[src/asf_pkg.sv]
`timescale 1ns / 1ps
// Package for the angular shape fit sweep: state types, fixed constants,
// the result record and the CORDIC arctangent table. No dependencies.
package asf_pkg;

  localparam logic [15:0] DEG180_Q88 = 16'd46080;
  localparam logic [15:0] DEG90_Q88  = 16'd23040;
  localparam logic [14:0] ERR_FULL   = 15'd25600;
  localparam logic [22:0] Z_MAX      = 23'd5898240;

  localparam logic [1:0] MODE_CONE  = 2'd0;
  localparam logic [1:0] MODE_DCONE = 2'd1;
  localparam logic [1:0] MODE_BAND  = 2'd2;

  localparam logic [1:0] REG_AXIS_X   = 2'd0;
  localparam logic [1:0] REG_AXIS_Y   = 2'd1;
  localparam logic [1:0] REG_AXIS_Z   = 2'd2;
  localparam logic [1:0] REG_FIT_MODE = 2'd3;

  typedef enum logic [2:0] {
    A_IDLE, A_DOT, A_SQ, A_SQRT, A_CORD, A_FIN
  } ang_state_t;

  typedef enum logic [3:0] {
    F_IDLE, F_SLD, F_SLDW, F_SCMP, F_SCMPW, F_SWRD, F_SWCMP,
    F_DIVSET, F_DIV, F_FIN, F_DONE
  } fit_state_t;

  typedef enum logic [2:0] {
    T_IDLE, T_LAUNCH, T_ANGLE, T_STORE, T_START, T_WAIT, T_HOLD
  } top_state_t;

  typedef struct packed {
    logic        valid;
    logic        reach;
    logic [15:0] key;
  } asf_store_t;

  typedef struct packed {
    logic [15:0] ang;
    logic [14:0] err;
    logic        ovf;
  } asf_result_t;

  function automatic logic [22:0] atan_entry(input logic [3:0] idx);
    logic [22:0] v;
    unique case (idx)
      4'd0:  v = 23'd2949120;
      4'd1:  v = 23'd1740967;
      4'd2:  v = 23'd919879;
      4'd3:  v = 23'd466945;
      4'd4:  v = 23'd234379;
      4'd5:  v = 23'd117304;
      4'd6:  v = 23'd58666;
      4'd7:  v = 23'd29335;
      4'd8:  v = 23'd14668;
      4'd9:  v = 23'd7334;
      4'd10: v = 23'd3667;
      4'd11: v = 23'd1833;
      4'd12: v = 23'd917;
      4'd13: v = 23'd458;
      4'd14: v = 23'd229;
      default: v = 23'd115;
    endcase
    return v;
  endfunction

endpackage

[src/asf_angle.sv]
`timescale 1ns / 1ps
// Angle unit: dot product, bitwise square root and 16 step CORDIC run in
// sequence on one datapath, then the key is folded by mode. Uses asf_pkg.
module asf_angle import asf_pkg::*; (
  input  logic               clk,
  input  logic               rst_n,
  input  logic               start,
  input  logic signed [15:0] ax,
  input  logic signed [15:0] ay,
  input  logic signed [15:0] az,
  input  logic signed [15:0] dx,
  input  logic signed [15:0] dy,
  input  logic signed [15:0] dz,
  input  logic [1:0]         mode,
  output logic               done,
  output logic [15:0]        key
);

  localparam logic signed [33:0] ONE_Q30 = 34'sd1073741824;

  ang_state_t st_r, st_nxt;
  logic [4:0] cnt_r, cnt_nxt;
  logic signed [33:0] acc_r, acc_nxt;
  logic [30:0] m_r, m_nxt;
  logic neg_r, neg_nxt;
  logic [60:0] n_r, n_nxt, r_r, r_nxt;
  logic signed [33:0] x_r, x_nxt, y_r, y_nxt;
  logic signed [24:0] z_r, z_nxt;

  logic signed [15:0] mul_a, mul_b;
  logic signed [31:0] prod;
  logic signed [33:0] acc_sum, dclamp, dmag;
  logic [61:0] msq;
  logic [60:0] bitv, tsum, r_step;
  logic [60:0] n_step;
  logic signed [33:0] sx, sy;
  logic signed [24:0] tab;
  logic [22:0] zc;
  logic [23:0] zsum;
  logic [15:0] abase, other;

  always_comb begin
    unique case (cnt_r[1:0])
      2'd0: begin
        mul_a = ax;
        mul_b = dx;
      end
      2'd1: begin
        mul_a = ay;
        mul_b = dy;
      end
      default: begin
        mul_a = az;
        mul_b = dz;
      end
    endcase
    prod = mul_a * mul_b;
    acc_sum = acc_r + 34'(prod);
    if (acc_sum > ONE_Q30) begin
      dclamp = ONE_Q30;
    end else if (acc_sum < -ONE_Q30) begin
      dclamp = -ONE_Q30;
    end else begin
      dclamp = acc_sum;
    end
    dmag = (dclamp < 0) ? -dclamp : dclamp;
    msq = 62'(m_r) * 62'(m_r);
    bitv = 61'(1) << {cnt_r, 1'b0};
    tsum = r_r + bitv;
    if (n_r >= tsum) begin
      n_step = n_r - tsum;
      r_step = (r_r >> 1) + bitv;
    end else begin
      n_step = n_r;
      r_step = r_r >> 1;
    end
    sx = x_r >>> cnt_r[3:0];
    sy = y_r >>> cnt_r[3:0];
    tab = $signed({2'b00, atan_entry(cnt_r[3:0])});
    if (z_r < 0) begin
      zc = '0;
    end else if (z_r > $signed({2'b00, Z_MAX})) begin
      zc = Z_MAX;
    end else begin
      zc = z_r[22:0];
    end
    zsum = {1'b0, zc} + 24'd128;
    abase = neg_r ? (DEG180_Q88 - zsum[23:8]) : zsum[23:8];
    other = DEG180_Q88 - abase;
  end

  always_comb begin
    st_nxt = st_r;
    unique case (st_r)
      A_IDLE: if (start) st_nxt = A_DOT;
      A_DOT:  if (cnt_r == 5'd2) st_nxt = A_SQ;
      A_SQ:   st_nxt = A_SQRT;
      A_SQRT: if (cnt_r == 5'd0) st_nxt = A_CORD;
      A_CORD: if (cnt_r == 5'd15) st_nxt = A_FIN;
      A_FIN:  st_nxt = A_IDLE;
      default: st_nxt = A_IDLE;
    endcase
  end

  always_comb begin
    cnt_nxt = cnt_r;
    acc_nxt = acc_r;
    m_nxt = m_r;
    neg_nxt = neg_r;
    n_nxt = n_r;
    r_nxt = r_r;
    x_nxt = x_r;
    y_nxt = y_r;
    z_nxt = z_r;
    done = 1'b0;
    key = abase;
    unique case (st_r)
      A_IDLE: begin
        cnt_nxt = '0;
        acc_nxt = '0;
      end
      A_DOT: begin
        acc_nxt = acc_sum;
        cnt_nxt = cnt_r + 5'd1;
        m_nxt = dmag[30:0];
        neg_nxt = dclamp < 0;
      end
      A_SQ: begin
        n_nxt = 61'(62'h1000_0000_0000_0000 - msq);
        r_nxt = '0;
        cnt_nxt = 5'd30;
      end
      A_SQRT: begin
        n_nxt = n_step;
        r_nxt = r_step;
        cnt_nxt = cnt_r - 5'd1;
        if (cnt_r == 5'd0) begin
          x_nxt = $signed({3'b000, m_r});
          y_nxt = $signed({3'b000, r_step[30:0]});
          z_nxt = '0;
          cnt_nxt = '0;
        end
      end
      A_CORD: begin
        if (y_r > 0) begin
          x_nxt = x_r + sy;
          y_nxt = y_r - sx;
          z_nxt = z_r + tab;
        end else begin
          x_nxt = x_r - sy;
          y_nxt = y_r + sx;
          z_nxt = z_r - tab;
        end
        cnt_nxt = cnt_r + 5'd1;
      end
      A_FIN: begin
        done = 1'b1;
        unique case (mode)
          MODE_DCONE: key = (other < abase) ? other : abase;
          MODE_BAND:  key = (abase > DEG90_Q88) ? (abase - DEG90_Q88) :
                                                  (DEG90_Q88 - abase);
          default:    key = abase;
        endcase
      end
      default: begin
      end
    endcase
  end

  always_ff @(posedge clk) begin
    if (!rst_n) begin
      st_r <= A_IDLE;
    end else begin
      st_r <= st_nxt;
    end
    cnt_r <= cnt_nxt;
    acc_r <= acc_nxt;
    m_r <= m_nxt;
    neg_r <= neg_nxt;
    n_r <= n_nxt;
    r_r <= r_nxt;
    x_r <= x_nxt;
    y_r <= y_nxt;
    z_r <= z_nxt;
  end

endmodule

[config.mk]
export PLATFORM = sky130hd
export DESIGN_NAME = asf_angle
export DESIGN_NICKNAME = d
export VERILOG_FILES = /design/src/asf_pkg.sv /design/src/asf_angle.sv
export SDC_FILE = /design/constraint.sdc
export NUM_CORES = 2
export LEC_CHECK = 0
export BUFFER_PORTS_ARGS = -buffer_cell sky130_fd_sc_hd__buf_2
export CORE_MARGIN = 2
export CORE_UTILIZATION = 32
export DETAILED_ROUTE_END_ITERATION = 6
export GPL_ROUTABILITY_DRIVEN = 1
export PLACE_DENSITY_LB_ADDON = 0.05
export SLEW_MARGIN = 20
export SYNTH_ARGS = -nofsm -noshare
export SYNTH_HDL_FRONTEND = slang
export SYNTH_SLANG_ARGS = --single-unit
[constraint.sdc]
create_clock -name clk -period 11.66 [get_ports clk]
set_input_delay 2.915 -clock clk [delete_from_list [all_inputs] [get_ports clk]]
set_output_delay 2.915 -clock clk [all_outputs]
set_load 0.03 [all_outputs]
==> out/qor.csv <==
metric,value,unit
outcome,finished clean,
insertion_delay,0.64,ns
register_area,9090,um2
fin_ws,0.542,ns
synth_fp_nets,9796,
async_flop_share,0,
grt_first_pass_wirelength,355000,um
tightest_slew,1.07,ns
ys_seq_area_frac,0.128,
ctsHtreeMaxLevel,2,
postCtsSetupBuffers,0,
grt_usage,0.203,
critPathMaxFanout,9,
multi_input_area,55500,um2
final.setup_skew,0.0393,ns
ant_nets,0,
syn_to_final_growth,9.55,%
hold_path_class,reg2reg,
synth_warnings,0,
grt_max_degree,70,
clock.fmax,0.0899,GHz
cp-start-kind,input port,
vias,54300,
ys_top_cells_by_area,"fa_1 31%, edfxtp_1 12%, ha_1 11%",
fp.dieW,475,um
overflow,0,
remaining_drc_errors,0,
yosysMostFrequentCell,inv_1,
critPathKind,in2reg,
r2r_slack,1.12,ns
grt_pass1_vias,59200,
post-place-ws,-0.113,ns
antenna_found_initial,7,
post_drt_wl_per_cell,20.3,um
cts_tree,yes,
ys.flop_type,edfxtp_1,
die_area,226000,um2
core.rowCount,172,
routed_via_density,4.91,
synthTopCellsByCount,"1455 x inv_1, 1105 x fa_1, 804 x nand2_1, 642 x ha_1, 630 x nor2_1",
cts_sinks,311,
syn_inst,7948,
fin_crit,11.12,ns
rsz0062_at_grt,no,
nets,9918,
cts_buffers,43,
fp.coreArea,220000,um2
io_pins,118,
start_util,0.323,
setup_viol,0,
avgSynthCellArea,8.94,um2
root_buffer,clkbuf_16,
ys_ff_latch,311,
crit_top_cell,fa_1,
drt_iter0_drc,2569,
required,12.12,ns
io_buffers,117,
slew_headroom,0.277,
whs,0.674,ns
synth.distinct_cells,103,
syn_area,71100,um2
hpwl,187000,um
drt_first_pass_iters,7,
synth_edf_count,286,
clk_pin_slew,0.06,ns
fin_crit_sh,0.954,
slew_viol_final,0,
gp_congestion,0.841,
drt-total-wl,224000,um
final_cell_area,77900,um2
fillers,22900,
die_h,475,um
drive_gt1_frac,0.0781,
clk_path_buf_depth,3,
critPathCaptureType,flip-flop,
arrival,11.58,ns
hold_viol,0,
dpl_cell_area,76400,um2
cap_violations,0,
cpPeakStageDelay,0.58,ns
synth_top_area_frac,0.311,
synth_top_cell_by_area,fa_1,
cp_slowest_cell,fa_1,
area by class of cell:
type / count / share of cell area
Clock buffer: 55 / 0.0158
Tap cell: 2958 / 0.0475
Antenna cell: 1 / 0.0000321
Multi-Input combinational cell: 5893 / 0.713
Clock inverter: 24 / 0.00307
Timing Repair Buffer: 362 / 0.0335
Inverter: 1459 / 0.0703
Sequential cell: 311 / 0.117
worst max-delay path: cells and delay by family:
kind / cells / cell delay (ns)
adder cells (fa/ha/maj): 9 / 3.87
AO/OA/AOI/OAI: 12 / 2.44
AND/OR/NAND/NOR: 6 / 1.58
buffers and inverters: 7 / 0.66
XOR/XNOR: 1 / 0.10
repair_timing:
action	in CTS	in global routing
hold buffers	0	0
resized for setup	0	1
endpoints found under the setup margin	0	1
path summary, 6_finish.rpt:
path                                 to  cells after the start  startpoint
worst max-delay path            m_r[16]                     35       dy[1]
worst min-delay path            r_r[59]                      2     r_r[60]
worst max register to register  m_r[16]                     39    cnt_r[0]
worst min register to register  r_r[59]                      2     r_r[60]
stage by stage:
step           cells   util  setup TNS (ns)
4_1_cts        11100  0.354               0
5_1_grt        11100  0.354               0
6_report       11100  0.354               0
3_3_place_gp   11000  0.347          -0.289
2_1_floorplan   7948      -               0
3_5_place_dp   11000  0.347          -0.396
per-layer routing:
layer / global-route usage / vias to the layer above / routed length, um
met5: 0 / - / 0
met4: 0.0327 / 0 / 3540
met3: 0.0116 / 148 / 5340
met2: 0.353 / 780 / 108000
met1: 0.281 / 27200 / 107000
li1: - / 26100 / -
registers in the layout, summed over array words and instances, names as in the netlist:
signal,flops
tab,22
y_r,34
x_r,34
z_r,25
neg_r,1
st_r,3
acc_r,34
r_r,61
m_r,31
n_r,61
cnt_r,5
cell families after synthesis:
| logic type | synth area share |
|---|---|
| adder cells (fa/ha/maj) | 0.424 |
| AO/OA/AOI/OAI | 0.122 |
| AND/OR/NAND/NOR | 0.139 |
| flip-flops | 0.128 |
| buffers and inverters | 0.0927 |
| XOR/XNOR | 0.0583 |
| multiplexers | 0.0357 |
placed cells by master (no fill, tap or decap), types with 28 or more instances in the layout:
master and instances:
nor2_1 627, a211oi_1 55, mux2i_1 60, a21o_1 133, ha_1 640, nand3_1 87
nor3_1 75, nand2b_1 63, xor2_1 218, a31oi_1 89, nor2b_1 66, or3_1 34
fa_1 1104, a22o_1 34, xnor2_1 250, and3_1 68, mux4_2 69, edfxtp_1 286
o21a_1 46, and2_1 166, buf_2 117, clkbuf_16 48, a21oi_1 366, mux2_2 34
inv_1 1453, o21bai_1 48, o21ai_0 310, or2_2 28, nand4_1 45, buf_4 230
nand2_1 801
Power is not shown: default switching activity piles up to over one toggle a cycle in this logic, so the estimate is an artifact.
